[src/hw/rtl/bbt_pkg.sv]
// ----------------------------------------------------------------------------
// bbt_pkg
// Shared constants, types and codes of the braille text renderer.
// ----------------------------------------------------------------------------
package bbt_pkg;

    localparam int MAX_WIDTH   = 2048;
    localparam int STORE_DEPTH = (MAX_WIDTH + 7) / 8;
    localparam int COL_W       = $clog2(STORE_DEPTH);
    localparam int WIDTH_W     = 12;
    localparam int HEIGHT_W    = 16;
    localparam int CFG_DATA_W  = 16;
    localparam int ENTRY_W     = 32;
    localparam int WBYTES_W    = COL_W + 1;
    localparam int REM_W       = WIDTH_W + 2;

    localparam logic [7:0] UTF8_LEAD   = 8'hE2;
    localparam logic [7:0] UTF8_MID    = 8'hA0;
    localparam logic [7:0] UTF8_TAIL   = 8'h80;
    localparam logic [7:0] NEWLINE     = 8'h0A;

    typedef enum logic [0:0] {
        REG_IMAGE_WIDTH  = 1'b0,
        REG_IMAGE_HEIGHT = 1'b1
    } bbt_reg_t;

    typedef struct packed {
        logic [ENTRY_W-1:0] entry;
        logic [2:0]         cells;
        logic               newline;
        logic               end_of_image;
    } bbt_job_t;

endpackage

[src/hw/rtl/bbt_text_if.sv]
// ----------------------------------------------------------------------------
// bbt_text_if
// Channel that carries UTF-8 braille text bytes out of the renderer.
// ----------------------------------------------------------------------------
interface bbt_text_if;

    logic       valid;
    logic       ready;
    logic [7:0] text_byte;
    logic       last_in_run;
    logic       end_of_image;

    modport source (output valid, output text_byte, output last_in_run,
                    output end_of_image, input ready);
    modport sink (input valid, input text_byte, input last_in_run,
                  input end_of_image, output ready);

endinterface

[src/hw/rtl/bbt_text_emit.sv]
// ----------------------------------------------------------------------------
// bbt_text_emit
// Serialises finished cells into UTF-8 bytes, plus a newline if the job asks,
// one byte per cycle while the text side is ready, via a registered output stage.
// ----------------------------------------------------------------------------
module bbt_text_emit (
    input  logic              clk,
    input  logic              rst_n,
    input  logic              job_valid,
    output logic              job_ready,
    input  bbt_pkg::bbt_job_t job,
    bbt_text_if.source        text
);

    bbt_pkg::bbt_job_t job_reg;
    logic              job_valid_reg;
    logic [2:0]        cell_reg;
    logic [1:0]        phase_reg;
    logic              out_valid_reg;
    logic [7:0]        out_byte_reg;
    logic              out_last_reg;
    logic              out_eoi_reg;

    logic              load;
    logic              is_nl;
    logic              is_last;
    logic [7:0]        dots;
    logic [7:0]        byte_next;

    always_comb
    begin
        load    = job_valid_reg && (!out_valid_reg || text.ready);
        is_nl   = cell_reg == job_reg.cells;
        dots    = job_reg.entry[{cell_reg[1:0], 3'b000} +: 8];
        if (job_reg.newline)
        begin
            is_last = is_nl;
        end
        else
        begin
            is_last = (cell_reg == job_reg.cells - 3'd1) && (phase_reg == 2'd2);
        end
        if (is_nl)
        begin
            byte_next = bbt_pkg::NEWLINE;
        end
        else
        begin
            case (phase_reg)
                2'd0:    byte_next = bbt_pkg::UTF8_LEAD;
                2'd1:    byte_next = bbt_pkg::UTF8_MID | {6'd0, dots[7:6]};
                2'd2:    byte_next = bbt_pkg::UTF8_TAIL | {2'd0, dots[5:0]};
                default: byte_next = bbt_pkg::UTF8_LEAD;
            endcase
        end
        job_ready = !job_valid_reg || (load && is_last);
    end

    assign text.valid        = out_valid_reg;
    assign text.text_byte    = out_byte_reg;
    assign text.last_in_run  = out_last_reg;
    assign text.end_of_image = out_eoi_reg;

    always_ff @(posedge clk or negedge rst_n)
    begin
        if (!rst_n)
        begin
            job_valid_reg <= 1'b0;
            out_valid_reg <= 1'b0;
            cell_reg      <= '0;
            phase_reg     <= '0;
        end
        else
        begin
            if (load)
            begin
                out_valid_reg <= 1'b1;
            end
            else if (text.ready)
            begin
                out_valid_reg <= 1'b0;
            end

            if (job_valid && job_ready)
            begin
                job_valid_reg <= 1'b1;
                cell_reg      <= '0;
                phase_reg     <= '0;
            end
            else if (load)
            begin
                if (is_last)
                begin
                    job_valid_reg <= 1'b0;
                end
                else if (phase_reg == 2'd2)
                begin
                    phase_reg <= '0;
                    cell_reg  <= cell_reg + 3'd1;
                end
                else
                begin
                    phase_reg <= phase_reg + 2'd1;
                end
            end
        end
    end

    always_ff @(posedge clk)
    begin
        if (job_valid && job_ready)
        begin
            job_reg <= job;
        end
        if (load)
        begin
            out_byte_reg <= byte_next;
            out_last_reg <= is_last;
            out_eoi_reg  <= is_last && job_reg.end_of_image;
        end
    end

endmodule

[src/flat_wrapper.sv]
// flat-port wrapper written by rule: the top's interface ports become plain ports
module bbt_text_emit_flat 
  (clk, rst_n, job_valid, job_ready, job, text_valid, text_text_byte, text_last_in_run, text_end_of_image, text_ready);
  bbt_text_if text_i ();
  input  logic clk;
  input  logic rst_n;
  input  logic job_valid;
  output logic job_ready;
  input  bbt_pkg::bbt_job_t job;
  output wire logic [$bits(text_i.valid)-1:0] text_valid;
  output wire logic [$bits(text_i.text_byte)-1:0] text_text_byte;
  output wire logic [$bits(text_i.last_in_run)-1:0] text_last_in_run;
  output wire logic [$bits(text_i.end_of_image)-1:0] text_end_of_image;
  input wire logic [$bits(text_i.ready)-1:0] text_ready;
  assign text_valid = text_i.valid;
  assign text_text_byte = text_i.text_byte;
  assign text_last_in_run = text_i.last_in_run;
  assign text_end_of_image = text_i.end_of_image;
  assign text_i.ready = text_ready;
  bbt_text_emit u_core (.clk(clk), .rst_n(rst_n), .job_valid(job_valid), .job_ready(job_ready), .job(job), .text(text_i));
endmodule
[config.mk]
export PLATFORM = sky130hd
export DESIGN_NAME = bbt_text_emit_flat
export DESIGN_NICKNAME = d
export VERILOG_FILES = /design/src/hw/rtl/bbt_pkg.sv /design/src/hw/rtl/bbt_text_if.sv /design/src/hw/rtl/bbt_text_emit.sv /design/src/flat_wrapper.sv
export SDC_FILE = /design/constraint.sdc
export NUM_CORES = 1
export LEC_CHECK = 0
export ABC_CLOCK_PERIOD_IN_PS = 6400
export CAP_MARGIN = 20
export CORE_ASPECT_RATIO = 0.8
export CORE_UTILIZATION = 60
export CTS_CLUSTER_DIAMETER = 120
export DETAILED_ROUTE_END_ITERATION = 6
export DONT_BUFFER_PORTS = 1
export PLACE_DENSITY = 0.83
export SLEW_MARGIN = 0
export SYNTH_ARGS = -nofsm -noshare
export SYNTH_HDL_FRONTEND = slang
export SYNTH_SLANG_ARGS = --single-unit
[constraint.sdc]
create_clock -name clk -period 6.4 [get_ports clk]
set_input_delay 0.64 -clock clk [delete_from_list [all_inputs] [get_ports clk]]
set_output_delay 0.64 -clock clk [all_outputs]
set_load 0.01 [all_outputs]
Yosys cells after proc, flatten, opt, wreduce, memory -nomap -nowiden:

Cells that the tools add are included.

* input port bits: 41
* flip-flop bits (word level): 54
* output and inout port bits: 12

* equality and inequality tests: 5
* add/sub/neg operators: 3
* reduce and logical (&&, ||, !) cells: 16
* muxes and demuxes: 15
* shifts and indexed selects: 1

Operators by type and width (count)
* variable part select 32 x 6 -> 8 bit: 1
* one-hot mux 7 bit (2 select lines): 1
* 2-to-1 mux 3 bit: 4
* 2-to-1 mux 2 bit: 4
* nonzero test 2 bit: 4
* equality test 3 bit: 2
* 2-to-1 mux 1 bit: 6
* logical AND 1 bit: 5
* AND reduction 2 bit: 2
* adder 3 x 1 -> 3 bit (second input constant): 1
* AND reduction 3 bit: 1
* subtractor 3 x 1 -> 3 bit (second input constant): 1
* adder 2 x 1 -> 2 bit (second input constant): 1
* equality test 2 x 1 -> 1 bit (second input constant): 1
* equality test 2 bit (second input constant): 1
* zero test 1 bit: 2
* logical OR 1 bit: 2
* != test 2 bit (second input constant): 1

Depth between registers and ports, before layout:

* word-level depth: 9
* depth in mapped cells: 8
* mapped depth without buffers: 6

Worst setup path before layout:

OpenSTA, ideal clock, no wires.

* kind: register -> register
* start: reg u_core.phase_reg[0]
* end: reg u_core.job_reg[0] (netlist name) (enable)
* path buffers: 2
* period minus slack after synthesis: 3.794 ns
* stages on the path, launching flop included: 9
* arrival: 3.350 ns
* required time: 5.956 ns
* setup slack: 2.606 ns
* setup time: 0.444 ns
* cells stage by stage: dfrtp_1 -> inv_1 -> ha_1 -> clkbuf_1 -> nand2b_1 -> nor4_2 -> buf_6 -> o21ai_1 -> a21oi_1

* word-level cells in the longest chain between the ends: 6

RTL lines
* start, declared: RTL line bbt_text_emit.sv:18 `logic [1:0] phase_reg;`
* start signal, assigned: RTL line bbt_text_emit.sv:103 `phase_reg <= phase_reg + 2'd1;`
* equality test 2 bit: RTL line bbt_text_emit.sv:41 `is_last = (cell_reg == job_reg.cells - 3'd1) && (phase_reg == 2'd2);`
* logical AND 1 bit: RTL line bbt_text_emit.sv:41
* 2-to-1 mux 1 bit: RTL line bbt_text_emit.sv:35 `if (job_reg.newline)`
* logical AND 1 bit: RTL line bbt_text_emit.sv:56 `job_ready = !job_valid_reg || (load && is_last);`
* logical OR 1 bit: RTL line bbt_text_emit.sv:56
* logical AND 1 bit: RTL line bbt_text_emit.sv:111 `if (job_valid && job_ready)`
* end signal, assigned: RTL line bbt_text_emit.sv:113 `job_reg <= job;`
* end, declared: RTL line bbt_text_emit.sv:15 `bbt_pkg::bbt_job_t job_reg;`

Every way passes these cells.
A chain may end at the register's enable or synchronous reset.

Worst setup path in the final report:

* start: reg u_core.cell_reg[0]
* end: out job_ready

* word-level cells in the longest chain between the ends: 5
* elaborated cells between the ends (all ways): 6
* classes of those cells: eq/ne: 2; mux: 1; reduce/logical: 3

RTL lines
* start, declared: RTL line bbt_text_emit.sv:17 `logic [2:0] cell_reg;`
* start signal, assigned: RTL line bbt_text_emit.sv:99 `cell_reg <= cell_reg + 3'd1;`
* equality test 3 bit: RTL line bbt_text_emit.sv:41
* logical AND 1 bit: RTL line bbt_text_emit.sv:41
* 2-to-1 mux 1 bit (*): RTL line bbt_text_emit.sv:35
* logical AND 1 bit (*): RTL line bbt_text_emit.sv:56
* logical OR 1 bit (*): RTL line bbt_text_emit.sv:56
* end, declared: RTL line flat_wrapper.sv:8 `output logic job_ready;`

Every way passes the cells marked *; elsewhere a longest branch is shown, timed or not.

==> flow_summary.json <==
{
  "cpPeakStageDelay_ns": 0.89,
  "tritoncts": "done",
  "start_kind": "flop",
  "worst_pin_slew_ns": 0.9892,
  "cts_max_level": 2,
  "synth-xor-area-share": 0.02896,
  "ys_seq_area_frac": 0.6929,
  "worstPathArrival_ns": 2.64,
  "ys_types": 35,
  "power.density_nw_per_um2": 386.5,
  "syn_area_um2": 2290,
  "cp-end-kind": "output pin",
  "start_util": 0.6464,
  "preCtsSetupSlack_ns": 2.952,
  "path_clk_slew_ns": 0.10,
  "synth_edf_count": 47,
  "drcViolationCount": 2,
  "num_io_pins": 53,
  "setup_slack_ns": 3.120,
  "synth_nets": 181,
  "largest_reg_flops": 37,
  "setup_viol": 0,
  "cap_violations": 0,
  "fmax_mhz": 304.8,
  "n_fill_cell": 227,
  "synth.avg_cell_area_um2": 17.09,
  "final_common_cell": "edfxtp_1",
  "diodes": 0,
  "syn_inst": 134,
  "grt_start_max_net_pins": 38,
  "synth_compound_area_frac": 0.06230,
  "area_growth_pct": 7.323,
  "ys_warn_count": 0,
  "cts_root_buf": "clkbuf_8",
  "dr.pass1.iters": 6,
  "fin_setup_tns_ns": 0,
  "antenna_found_initial": 0,
  "grt_pass1_wl_mm": 5.526,
  "seq_area_um2": 1587,
  "hold_violations": 0,
  "drive_gt1_frac": 0.1752,
  "ctsHoldBuffers": 1,
  "wl_per_cell_um": 20.22,
  "core_area_um2": 3542,
  "multi_input_area_um2": 640.6,
  "rows": 19,
  "clockBufferDepth": 2,
  "clk_latency_ns": 0.32,
  "outcome": "finished with violations",
  "dieWidth_um": 71.07,
  "total_leakage_power_nw": 0.8520,
  "die_y_um": 57.26,
  "cp.required_ns": 5.76,
  "violations": "design-rule violations",
  "clkSinkCount": 54,
  "antenna_left": 0,
  "async_flop_share": 0.1296,
  "period_share": 0.5126,
  "synthAdderAreaFrac": 0.03279,
  "drt_wl_total_mm": 3.620,
  "cts_setup_buffers": 0,
  "cts_resized": 0,
  "slew-limit-headroom": 0.3351,
  "drv_slew": 0,
  "final_core_util": 0.6937,
  "period_needed_ns": 3.280,
  "crit_type": "flop to output pin",
  "nNetsFinal": 183,
  "port_buffers": 0,
  "hold_path_class": "primary input to flop",
  "synth_top_family_by_area": "multiplexers",
  "rsz0062_at_grt": "false",
  "grt_pass1_vias": 1140,
  "drtIter0Drc": 153,
  "grt.total_usage": 0.2000,
  "skew_ns": 0.004047,
  "ir_worst_vdd_mv": 0.1916,
  "cts_inserted_buffers": 5,
  "vias": 1153,
  "detail_route.vias_per_cell": 6.441,
  "synth.area.mux_share": 0.07869,
  "synth-simple-area-share": 0.07213,
  "grt-ovfl-total": 0,
  "final_cell_mix": "47 x edfxtp_1, 8 x inv_1, 8 x mux4_2",
  "path_cells": "xnor2_2 -> nor4_2 -> o21ai_1 -> nand2_1",
  "ys.flop_type": "edfxtp_1",
  "die-area_um2": 4069,
  "gp_congestion": 0.7974,
  "ys_ff_latch": 54,
  "hpwl_mm": 2.488,
  "crit_slowest_cell": "nor4_2",
  "cp_max_fo": 12
}
## final timing paths
path | from | end | slack (ns) | cells after the start
min | job_valid | u_core.job_valid_reg | 0.41 | 1
min reg2reg | u_core.job_reg[0] | u_core.text.end_of_image | 0.55 | 1
max | u_core.cell_reg[0] | job_ready | 3.12 | 4
max in group asynchronous | rst_n | u_core.cell_reg[2] | 5.52 | 1
min in group asynchronous | rst_n | u_core.text.valid | 0.64 | 1
max reg2reg | u_core.cell_reg[0] | u_core.job_reg[29] | 3.38 | 5
## power by group
| group | switching (mW) | internal [mW] |
|---|---|---|
| Sequential | 0.0613 | 0.446 |
| Combinational | 0.101 | 0.104 |
| Clock | 0.118 | 0.119 |
| Total | 0.280 | 0.670 |
## final cells by class
| class | count | area share |
|---|---|---|
| Sequential cell | 54 | 0.6456 |
| Timing Repair Buffer | 2 | 0.01222 |
| Multi-Input combinational cell | 65 | 0.2607 |
| Inverter | 8 | 0.01222 |
| Clock inverter | 3 | 0.01986 |
| Tap cell | 42 | 0.02138 |
| Clock buffer | 5 | 0.02800 |
## worst max-delay path: cells and delay by family (launching register included)
family,cells,cell delay [ns]
simple gates,2,1.08
flops,1,0.79
xor+xnor,1,0.16
compound gates,1,0.28
## layer usage
layer	vias up	part of all wire	wire length (um)	global-route usage
li1	521	-	-	-
met1	568	0.38	1374	0.2252
met2	54	0.52	1875	0.3159
met3	10	0.069	249	0.06890
met4	0	0.033	121	0.1600
met5	-	0	0	0
## cells by family (layout without fill, tap and decap cells)
logic type      after synthesis  in the layout
xor+xnor                      5              5
mux                           8              8
flops                        54             54
simple gates                 28             28
compound gates               18             18
buf+inv                      15             18
fa+ha+maj                     6              6
## Yosys cell counts (3+ instances only)
cell | number | share of area
edfxtp_1 | 47 | 0.62
inv_1 | 8 | 0.013
mux4_2 | 8 | 0.079
dfrtp_1 | 7 | 0.077
nand2_1 | 7 | 0.011
ha_1 | 6 | 0.033
nand3_1 | 5 | 0.011
clkbuf_1 | 3 | 0.0049
nor2_1 | 3 | 0.0049
o31ai_1 | 3 | 0.0098
xnor2_1 | 3 | 0.011
## through the flow
step	instances	hold WS, ns	area (um2)	power, mW
after global routing	179	0.3963	2457	0.9888
final	179	0.4068	2457	0.9497
after detailed placement	169	0.3446	2310	0.7149
after global placement	169	0.3446	2310	0.6986
after floorplan	134	0.3444	2290	0.6695
after CTS	178	0.3999	2437	0.9486
Power figures use the tool's default switching activity.
