**src/hw/rtl/bbt_pkg.sv**
```systemverilog
// ----------------------------------------------------------------------------
// bbt_pkg
// Shared constants, types and codes of the braille text renderer.
// ----------------------------------------------------------------------------
package bbt_pkg;

    localparam int MAX_WIDTH   = 2048;
    localparam int STORE_DEPTH = (MAX_WIDTH + 7) / 8;
    localparam int COL_W       = $clog2(STORE_DEPTH);
    localparam int WIDTH_W     = 12;
    localparam int HEIGHT_W    = 16;
    localparam int CFG_DATA_W  = 16;
    localparam int ENTRY_W     = 32;
    localparam int WBYTES_W    = COL_W + 1;
    localparam int REM_W       = WIDTH_W + 2;

    localparam logic [7:0] UTF8_LEAD   = 8'hE2;
    localparam logic [7:0] UTF8_MID    = 8'hA0;
    localparam logic [7:0] UTF8_TAIL   = 8'h80;
    localparam logic [7:0] NEWLINE     = 8'h0A;

    typedef enum logic [0:0] {
        REG_IMAGE_WIDTH  = 1'b0,
        REG_IMAGE_HEIGHT = 1'b1
    } bbt_reg_t;

    typedef struct packed {
        logic [ENTRY_W-1:0] entry;
        logic [2:0]         cells;
        logic               newline;
        logic               end_of_image;
    } bbt_job_t;

endpackage

```
**src/hw/rtl/bbt_raster_if.sv**
```systemverilog
// ----------------------------------------------------------------------------
// bbt_raster_if
// Channel that carries packed raster bytes into the renderer.
// ----------------------------------------------------------------------------
interface bbt_raster_if;

    logic       valid;
    logic       ready;
    logic [7:0] raster_byte;

    modport source (output valid, output raster_byte, input ready);
    modport sink (input valid, input raster_byte, output ready);

endinterface

```
**src/hw/rtl/bbt_cell_merge.sv**
```systemverilog
// ----------------------------------------------------------------------------
// bbt_cell_merge
// Tracks the raster position, folds each byte into the stored cells of its
// column by read, modify and write, and hands finished cells to the emitter.
// ----------------------------------------------------------------------------
module bbt_cell_merge (
    input  logic                          clk,
    input  logic                          rst_n,
    bbt_raster_if.sink                    raster,
    input  logic [bbt_pkg::WIDTH_W-1:0]   image_width,
    input  logic [bbt_pkg::HEIGHT_W-1:0]  image_height,
    output logic                          mem_wr_en,
    output logic [bbt_pkg::COL_W-1:0]     mem_wr_addr,
    output logic [bbt_pkg::ENTRY_W-1:0]   mem_wr_data,
    output logic                          mem_rd_en,
    output logic [bbt_pkg::COL_W-1:0]     mem_rd_addr,
    input  logic [bbt_pkg::ENTRY_W-1:0]   mem_rd_data,
    output logic                          job_valid,
    input  logic                          job_ready,
    output bbt_pkg::bbt_job_t             job
);

    logic [bbt_pkg::COL_W-1:0]    byte_column_reg;
    logic [bbt_pkg::HEIGHT_W-1:0] pixel_row_reg;

    logic                         a_valid_reg;
    logic                         a_active_reg;
    logic                         a_job_reg;
    logic [7:0]                   a_px_reg;
    logic [7:0]                   a_mask_reg;
    logic [1:0]                   a_posy_reg;
    logic [bbt_pkg::COL_W-1:0]    a_col_reg;
    logic [2:0]                   a_cells_reg;
    logic                         a_newline_reg;
    logic                         a_eoi_reg;
    logic                         fwd_reg;
    logic [bbt_pkg::ENTRY_W-1:0]  fwd_data_reg;

    logic [bbt_pkg::WIDTH_W-1:0]  w_eff;
    logic [bbt_pkg::HEIGHT_W-1:0] h_eff;
    logic [bbt_pkg::WBYTES_W-1:0] wbytes;
    logic                         dropped;
    logic                         last_col;
    logic                         last_row;
    logic [1:0]                   posy;
    logic                         emit;
    logic signed [bbt_pkg::REM_W-1:0] rem;
    logic [7:0]                   mask;
    logic [2:0]                   cells;
    logic                         newline;
    logic                         accept;
    logic                         a_adv;
    logic [bbt_pkg::ENTRY_W-1:0]  entry_base;
    logic [bbt_pkg::ENTRY_W-1:0]  entry_new;

    always_comb
    begin
        if (image_width == '0)
        begin
            w_eff = bbt_pkg::WIDTH_W'(1);
        end
        else if (image_width > bbt_pkg::WIDTH_W'(bbt_pkg::MAX_WIDTH))
        begin
            w_eff = bbt_pkg::WIDTH_W'(bbt_pkg::MAX_WIDTH);
        end
        else
        begin
            w_eff = image_width;
        end
        h_eff = (image_height == '0) ? bbt_pkg::HEIGHT_W'(1) : image_height;
    end

    always_comb
    begin
        wbytes   = bbt_pkg::WBYTES_W'(({1'b0, w_eff} + 13'd7) >> 3);
        dropped  = pixel_row_reg >= h_eff;
        last_col = ({1'b0, byte_column_reg} + bbt_pkg::WBYTES_W'(1)) >= wbytes;
        last_row = ({1'b0, pixel_row_reg} + 17'd1) >= {1'b0, h_eff};
        posy     = pixel_row_reg[1:0];
        emit     = (posy == 2'd3) || last_row;
        rem      = $signed(bbt_pkg::REM_W'(w_eff))
                 - $signed(bbt_pkg::REM_W'({byte_column_reg, 3'b000}));
        for (int p = 0; p < 8; p++)
        begin
            mask[p] = rem > $signed(bbt_pkg::REM_W'(p));
        end
        if (!emit || rem <= 0)
        begin
            cells = 3'd0;
        end
        else if (rem > 6)
        begin
            cells = 3'd4;
        end
        else
        begin
            cells = 3'((rem + 1) >>> 1);
        end
        newline = emit && last_col && !last_row;
    end

    assign accept       = raster.valid && raster.ready;
    assign a_adv        = a_valid_reg && (!a_job_reg || job_ready);
    assign raster.ready = !a_valid_reg || a_adv;

    always_comb
    begin
        logic [2:0] dot;
        logic [4:0] pos;
        entry_base = (a_posy_reg == 2'd0) ? '0 : (fwd_reg ? fwd_data_reg : mem_rd_data);
        entry_new  = entry_base;
        for (int p = 0; p < 8; p++)
        begin
            if (a_posy_reg != 2'd3)
            begin
                dot = 3'(a_posy_reg) + (p[0] ? 3'd3 : 3'd0);
            end
            else
            begin
                dot = p[0] ? 3'd7 : 3'd6;
            end
            pos = 5'((p >> 1) * 8) + 5'(dot);
            if (a_px_reg[7 - p] && a_mask_reg[p])
            begin
                entry_new[pos] = 1'b1;
            end
        end
    end

    assign mem_wr_en   = a_adv && a_active_reg;
    assign mem_wr_addr = a_col_reg;
    assign mem_wr_data = entry_new;
    assign mem_rd_en   = accept;
    assign mem_rd_addr = byte_column_reg;

    assign job_valid        = a_valid_reg && a_job_reg;
    assign job.entry        = entry_new;
    assign job.cells        = a_cells_reg;
    assign job.newline      = a_newline_reg;
    assign job.end_of_image = a_eoi_reg;

    always_ff @(posedge clk or negedge rst_n)
    begin
        if (!rst_n)
        begin
            byte_column_reg <= '0;
            pixel_row_reg   <= '0;
            a_valid_reg     <= 1'b0;
            a_active_reg    <= 1'b0;
            a_job_reg       <= 1'b0;
            fwd_reg         <= 1'b0;
        end
        else
        begin
            if (accept)
            begin
                a_valid_reg  <= 1'b1;
                a_active_reg <= !dropped;
                a_job_reg    <= !dropped && (cells != 3'd0 || newline);
                fwd_reg      <= a_adv && a_active_reg && (a_col_reg == byte_column_reg);
                if (!dropped)
                begin
                    if (last_col)
                    begin
                        byte_column_reg <= '0;
                        pixel_row_reg   <= pixel_row_reg + 1'b1;
                    end
                    else
                    begin
                        byte_column_reg <= byte_column_reg + 1'b1;
                    end
                end
            end
            else if (a_adv)
            begin
                a_valid_reg <= 1'b0;
            end
        end
    end

    always_ff @(posedge clk)
    begin
        if (accept)
        begin
            a_px_reg      <= raster.raster_byte;
            a_mask_reg    <= mask;
            a_posy_reg    <= posy;
            a_col_reg     <= byte_column_reg;
            a_cells_reg   <= cells;
            a_newline_reg <= newline;
            a_eoi_reg     <= last_col && last_row && (cells != 3'd0);
            fwd_data_reg  <= entry_new;
        end
    end

endmodule

```
**src/flat_wrapper.sv**
```systemverilog
// flat-port wrapper written by rule: the top's interface ports become plain ports
module bbt_cell_merge_flat 
  (clk, rst_n, image_width, image_height, mem_wr_en, mem_wr_addr, mem_wr_data, mem_rd_en, mem_rd_addr, mem_rd_data, job_valid, job_ready, job, raster_valid, raster_raster_byte, raster_ready);
  bbt_raster_if raster_i ();
  input  logic clk;
  input  logic rst_n;
  input  logic [bbt_pkg::WIDTH_W-1:0] image_width;
  input  logic [bbt_pkg::HEIGHT_W-1:0] image_height;
  output logic mem_wr_en;
  output logic [bbt_pkg::COL_W-1:0] mem_wr_addr;
  output logic [bbt_pkg::ENTRY_W-1:0] mem_wr_data;
  output logic mem_rd_en;
  output logic [bbt_pkg::COL_W-1:0] mem_rd_addr;
  input  logic [bbt_pkg::ENTRY_W-1:0] mem_rd_data;
  output logic job_valid;
  input  logic job_ready;
  output bbt_pkg::bbt_job_t job;
  input wire logic [$bits(raster_i.valid)-1:0] raster_valid;
  input wire logic [$bits(raster_i.raster_byte)-1:0] raster_raster_byte;
  output wire logic [$bits(raster_i.ready)-1:0] raster_ready;
  assign raster_i.valid = raster_valid;
  assign raster_i.raster_byte = raster_raster_byte;
  assign raster_ready = raster_i.ready;
  bbt_cell_merge u_core (.clk(clk), .rst_n(rst_n), .raster(raster_i), .image_width(image_width), .image_height(image_height), .mem_wr_en(mem_wr_en), .mem_wr_addr(mem_wr_addr), .mem_wr_data(mem_wr_data), .mem_rd_en(mem_rd_en), .mem_rd_addr(mem_rd_addr), .mem_rd_data(mem_rd_data), .job_valid(job_valid), .job_ready(job_ready), .job(job));
endmodule
```
**config.mk**
```make
export PLATFORM = sky130hd
export DESIGN_NAME = bbt_cell_merge_flat
export DESIGN_NICKNAME = d
export VERILOG_FILES = /design/src/hw/rtl/bbt_pkg.sv /design/src/hw/rtl/bbt_raster_if.sv /design/src/hw/rtl/bbt_cell_merge.sv /design/src/flat_wrapper.sv
export SDC_FILE = /design/constraint.sdc
export NUM_CORES = 1
export LEC_CHECK = 0
export BUFFER_PORTS_ARGS = -buffer_cell sky130_fd_sc_hd__buf_2
export CORE_ASPECT_RATIO = 1.4
export CORE_UTILIZATION = 55
export CTS_CLUSTER_DIAMETER = 100
export DETAILED_ROUTE_END_ITERATION = 16
export GPL_ROUTABILITY_DRIVEN = 0
export GPL_TIMING_DRIVEN = 0
export PLACE_DENSITY = 0.88
export SLEW_MARGIN = 25
export SYNTH_ARGS = -nofsm -noshare
export SYNTH_HDL_FRONTEND = slang
export SYNTH_SLANG_ARGS = --single-unit
```
**constraint.sdc**
```tcl
create_clock -name clk -period 5.59 [get_ports clk]
set_input_delay 0.559 -clock clk [delete_from_list [all_inputs] [get_ports clk]]
set_output_delay 0.559 -clock clk [all_outputs]
set_load 0.05 [all_outputs]
```
[After elaboration in Yosys (flattened, before gate mapping)]
Cells that the tools add are included.
Word-level totals
  flip-flop bits (word level): 91
  input port bits: 72
  output and inout port bits: 89
  logic and storage cells: 149
Operators by class
  add/sub/neg operators: 14
  magnitude comparators: 30
  equal/unequal tests: 3
  muxes and demuxes: 36
  bitwise logic cells: 9
  reductions and logical operators: 43
Operators with widths (number)
  two-way mux 32 bit: 10
  OR 32 bit: 6
  > comparator 13 x 4 -> 1 bit (second input constant): 5
  OR 32 x 8 -> 32 bit: 2
  less-than comparator 5 x 6 -> 1 bit (second input constant): 6
  demux 1 bit (select 5 bit): 6
  >= comparator 5 x 1 -> 1 bit (second input constant): 6
  > comparator 13 x 3 -> 1 bit (second input constant): 2
  logical AND 1 bit: 26
  two-way mux 12 bit: 2
  adder 16 x 1 -> 17 bit (second input constant): 1
  >= comparator 17 x 16 -> 1 bit: 1
  adder 16 x 1 -> 16 bit (second input constant): 1
  >= comparator 16 bit: 1
  logical NOT 16 bit: 1
  two-way mux 16 bit: 1
  > comparator 13 x 1 -> 1 bit (second input constant): 1
  > comparator 13 x 2 -> 1 bit (second input constant): 1
  less-or-equal comparator 13 x 1 -> 1 bit (second input constant): 1
  subtractor 12 x 11 -> 13 bit: 1
  adder 12 x 3 -> 12 bit (second input constant): 1
  > comparator 12 bit (second input constant): 1
  logical NOT 12 bit: 1
  less-than comparator 3 x 6 -> 1 bit (second input constant): 2
  24 further kinds: 49

[Depth between registers and ports, before layout]
  depth after elaboration: 22
  mapped depth: 21

[Worst setup path after synthesis]
OpenSTA, ideal clock, no wires.
  kind: input-to-reg
  from: in image_width[3] (netlist bit)
  to: reg u_core.pixel_row_reg[2] (netlist bit)
  setup time: 126 ps
  data arrival time: 4030 ps
  required time: 5464 ps
  slack: 1434 ps
  stages on the path: 21
  buffers on the path: 2
  cell sequence: clkbuf_1 > nor4_1 > nand2_1 > nor2_1 > nor2_1 > or2_2 > ha_1 > nand2b_1 > nand4_1 > nor2_1 > xor2_1 > nand2_1 > ha_1 > and3_1 > nand2_1 > o21ai_0 > a31oi_1 > a211oi_2 > clkbuf_1 > nand2_1 > xnor2_1
Between the ends
  word-level cells in the longest chain between the ends: 6
  elaborated cells between the ends (all ways): 7
  those cells by class: 1 x add/sub; 2 x order compare; 2 x mux; 2 x reduce/logical
Ends and longest elaborated chain
  start, declared: RTL line flat_wrapper.sv:7  | input logic [bbt_pkg::WIDTH_W-1:0] image_width;
  > comparator 12 bit: RTL line bbt_cell_merge.sv:62  | else if (image_width > bbt_pkg::WIDTH_W'(bbt_pkg::MAX_WIDTH))
  two-way mux 12 bit: RTL line bbt_cell_merge.sv:62
  two-way mux 12 bit (*): RTL line bbt_cell_merge.sv:58  | if (image_width == '0)
  adder 12 x 3 -> 12 bit (*): RTL line bbt_cell_merge.sv:75  | wbytes = bbt_pkg::WBYTES_W'(({1'b0, w_eff} + 13'd7) >> 3);
  >= comparator 9 bit (*): RTL line bbt_cell_merge.sv:77  | last_col = ({1'b0, byte_column_reg} + bbt_pkg::WBYTES_W'(1)) >= wbytes;
  AND reduction 3 bit (no line) (*)
  end signal, assigned: RTL line bbt_cell_merge.sv:166  | pixel_row_reg <= pixel_row_reg + 1'b1;
  end, declared: RTL line bbt_cell_merge.sv:24  | logic [bbt_pkg::HEIGHT_W-1:0] pixel_row_reg;
Mark *: on every way between the ends. The rest lies on a longest branch, timed or not.
A chain may end at the register's enable or synchronous reset.

[Final worst setup path]
  from: in image_width[1] (netlist bit)
  to: reg u_core.pixel_row_reg[5] (netlist bit)
Same word-level chain as after synthesis.

==> summary.md <==
| Metric | Value |
|---|---|
| Final setup fails | `0` |
| Average cell area after synthesis | `9.861 um^2` |
| Yosys warning count | `0` |
| WL final | `16790 um` |
| Period Utilization, post-route | `82.83%` |
| PD cells | `443.2 mW/mm^2` |
| Setup TNS | `0 ns` |
| Post-Syn Area | `0.006705 mm^2` |
| Clock Path Buffers | `2` |
| Critical Path AT | `4.85 ns` |
| F_max | `216.0 MHz` |
| TritonCTS Buffers | `9` |
| Synthesized flop and latch total | `91` |
| Grt total ovfl | `0` |
| Clock share of power | `15.2%` |
| Resize count post-CTS | `0` |
| First-pass GRT wire length | `26080 um` |
| 1st-iter DRT viols | `343` |
| Flop pwr share | `29.3%` |
| First-pass DRT Iterations | `6` |
| VDD IR max | `423.0 uV` |
| Total Die Area | `0.01264 mm^2` |
| Syn nets | `814` |
| Worst setup margin | `0.9596 ns` |
| Clk sinks | `91` |
| Post-CTS setup buffer count | `0` |
| Worst EP required | `5.81 ns` |
| Post-CTS Hold Buffers | `0` |
| Main synth FF type | `edfxtp_1` |
| Internal Power | `0.001796 W` |
| Area contributors post-synth | `edfxtp_1 (28%), ha_1 (11%), dfrtp_1 (10%), xnor2_1 (3.9%), buf_4 (3.8%)` |
| Largest fanout on the critical path | `10` |
| Sw Pwr | `0.001737 W` |
| Drt drc | `0` |
| Area Growth Syn to Fin | `18.88%` |
| Starting Density | `56.45%` |
| Routed WL per cell | `16.74 um` |
| Yosys cell types | `60` |
| Hold Vio Cnt, Final | `0` |
| Commonest non-fill, non-tap cell in the layout | `buf_2` |
| Max Cap Viol | `0` |
| Switch share | `49.16%` |
| Worst skew pair latency | `0.34 ns` |
| Placed cells | `987` |
| Hpwl dp | `13130 um` |
| FFs w/ async S/R, synth | `30.77%` |
| Final min period | `4.630 ns` |
| Clock Skew | `0.007089 ns` |
| GRT Util Overall | `26.89%` |
| Relative slew slack | `42.77%` |
| Most frequent cells in the layout | `buf_2 (159), nand2_1 (67), edfxtp_1 (63)` |
| Max-slew violation count | `0` |
| Layout Cells excl Fill | `1003` |
| Layout cells sized above 1 | `27.80%` |
| Synth area leader | `edfxtp_1` |
| I/O Buffers | `159` |
| TritonCTS clock tree | `built` |
| Setup WS pre-CTS | `0.6632 ns` |
| Critical setup path kind | `in -> reg` |
| H-tree Lvls | `3` |
| Worst hold path class | `in -> async` |
| Nets | `985` |
| Lkg Pwr | `3.660 nW` |
| Gate power share | `55.5%` |
| Antenna Nets Post-Route | `0` |
| Measured slew at the worst slew-check pin | `0.8585 ns` |
| Vias in the first global route | `5638` |
| Core area | `0.01188 mm^2` |
| Startpoint types | `input pin` |
| Post-synthesis cell count | `680` |
| Die height | `132.6 um` |
| Largest net degree at the start of global routing | `57` |
| Worst Setup End Kind | `register` |
| EDFF count, synth | `63` |
| ANT cells | `0` |
| CTS clock-pin slew for the worst setup and hold paths | `0.06 ns` |
| Sequential area share after synthesis | `38.66%` |
| Count of boundary I/O pins | `161` |
| Status | `complete, no violations` |
| Via density | `5.906` |
| Initial antenna violation count | `0` |
| Max FFs per register | `32` |
| Overall via count from detail_route | `5924` |
| Share of the synthesized area in the top cell type | `28.21%` |
| DIE WIDTH | `95.32 um` |
| Row count | `47` |
| RSZ-0062 raised after global routing | `no` |
| Root Driver | `clkbuf_16` |
## worst max-delay path: stages
cell      delay (ns)
buf_2           0.13
or3_1           0.44
nor2_1          0.17
nor2_1          0.05
or2_2           0.33
ha_1            0.20
nand2b_1        0.08
nand4_1         0.21
nor2_1          0.19
xor2_1          0.15
nand2_1         0.09
ha_1            0.30
and3_1          0.18
nand2_1         0.05
o21ai_0         0.21
a31oi_1         0.28
a211oi_2        0.45
clkbuf_1        0.47
nand2_1         0.14
xnor2_1         0.15
## cell families (layout without fill, tap and decap cells)
group	Yosys count	after routing	share of synthesized area, %
AO/OA/AOI/OAI	136	136	13.90
XOR/XNOR	56	56	7.315
adder cells (fa/ha/maj)	63	63	11.85
AND/OR/NAND/NOR	206	206	15.39
buffers and inverters	91	267	7.110
flip-flops	91	91	38.66
multiplexers	37	37	5.766
## layer usage
metal  vias to the layer above  global-route usage, %  share of wire [%]
li1                       2788                      -                  -
met1                      2777                  29.14                 37
met2                       297                  47.82                 51
met3                        62                  4.080                7.1
met4                         0                  16.25                4.7
met5                         -                      0                  0
## final timing paths
| check | from | slack (ns) | cells past startpoint | to |
|---|---|---|---|---|
| max | image_width[1] | 0.96 | 20 | u_core.pixel_row_reg[5]$_DFFE_PN0P_ |
| max in group asynchronous | rst_n | 4.92 | 1 | u_core.pixel_row_reg[4]$_DFFE_PN0P_ |
| min in group clk | raster_raster_byte[2] | 0.40 | 1 | u_core.a_px_reg[2]$_DFFE_PP_ |
| max reg2reg | u_core.pixel_row_reg[1]$_DFFE_PN0P_ | 1.61 | 15 | u_core.a_cells_reg[0]$_DFFE_PP_ |
| min | rst_n | 0.25 | 1 | u_core.pixel_row_reg[8]$_DFFE_PN0P_ |
| min reg2reg | u_core.mem_rd_addr[2]$_DFFE_PN0P_ | 0.49 | 0 | u_core.mem_wr_addr[2]$_DFFE_PP_ |
## area by class of cell
cell class              instances  area (um^2)
repair buffers                160        823.3
inverters                      38        145.1
fillers                       936         3908
plain buffers                  53        334.1
well taps                     147        183.9
multi-input cells             498         3636
flip-flops and latches         91         2592
clock buffers                  12        236.5
clock inverters                 4        20.02
## power by group through the flow
stage,logic (W),registers (W),clock network (W)
2_1_floorplan,0.00139,0.00115,0
3_3_place_gp,0.00190,0.00104,0
3_5_place_dp,0.00195,0.00104,0
4_1_cts,0.00196,0.00103,0.000548
5_1_grt,0.00210,0.00105,0.000571
6_report,0.00196,0.00104,0.000536
## per-stage QoR
stage	utilization, %	instance area [um^2]	power [W]	hold slack (ns)
final	67.11	7971	0.003533	0.2466
after global routing	67.11	7971	0.003723	0.2905
after CTS	67.11	7971	0.003539	0.2579
after detailed placement	64.95	7715	0.002992	0.4623
after global placement	64.69	7685	0.002942	0.4592
after floorplan	-	6705	0.002538	0.2634
## cells in the mapped netlist, types with 23 or more instances
library cell   n
a21oi_1       23
buf_4         34
dfrtp_1       28
edfxtp_1      63
ha_1          61
inv_1         38
mux2i_1       24
nand2_1       67
nand3_1       37
nor2_1        30
o21ai_0       38
xnor2_1       30
xor2_1        26
(Power assumes the default switching activity.)
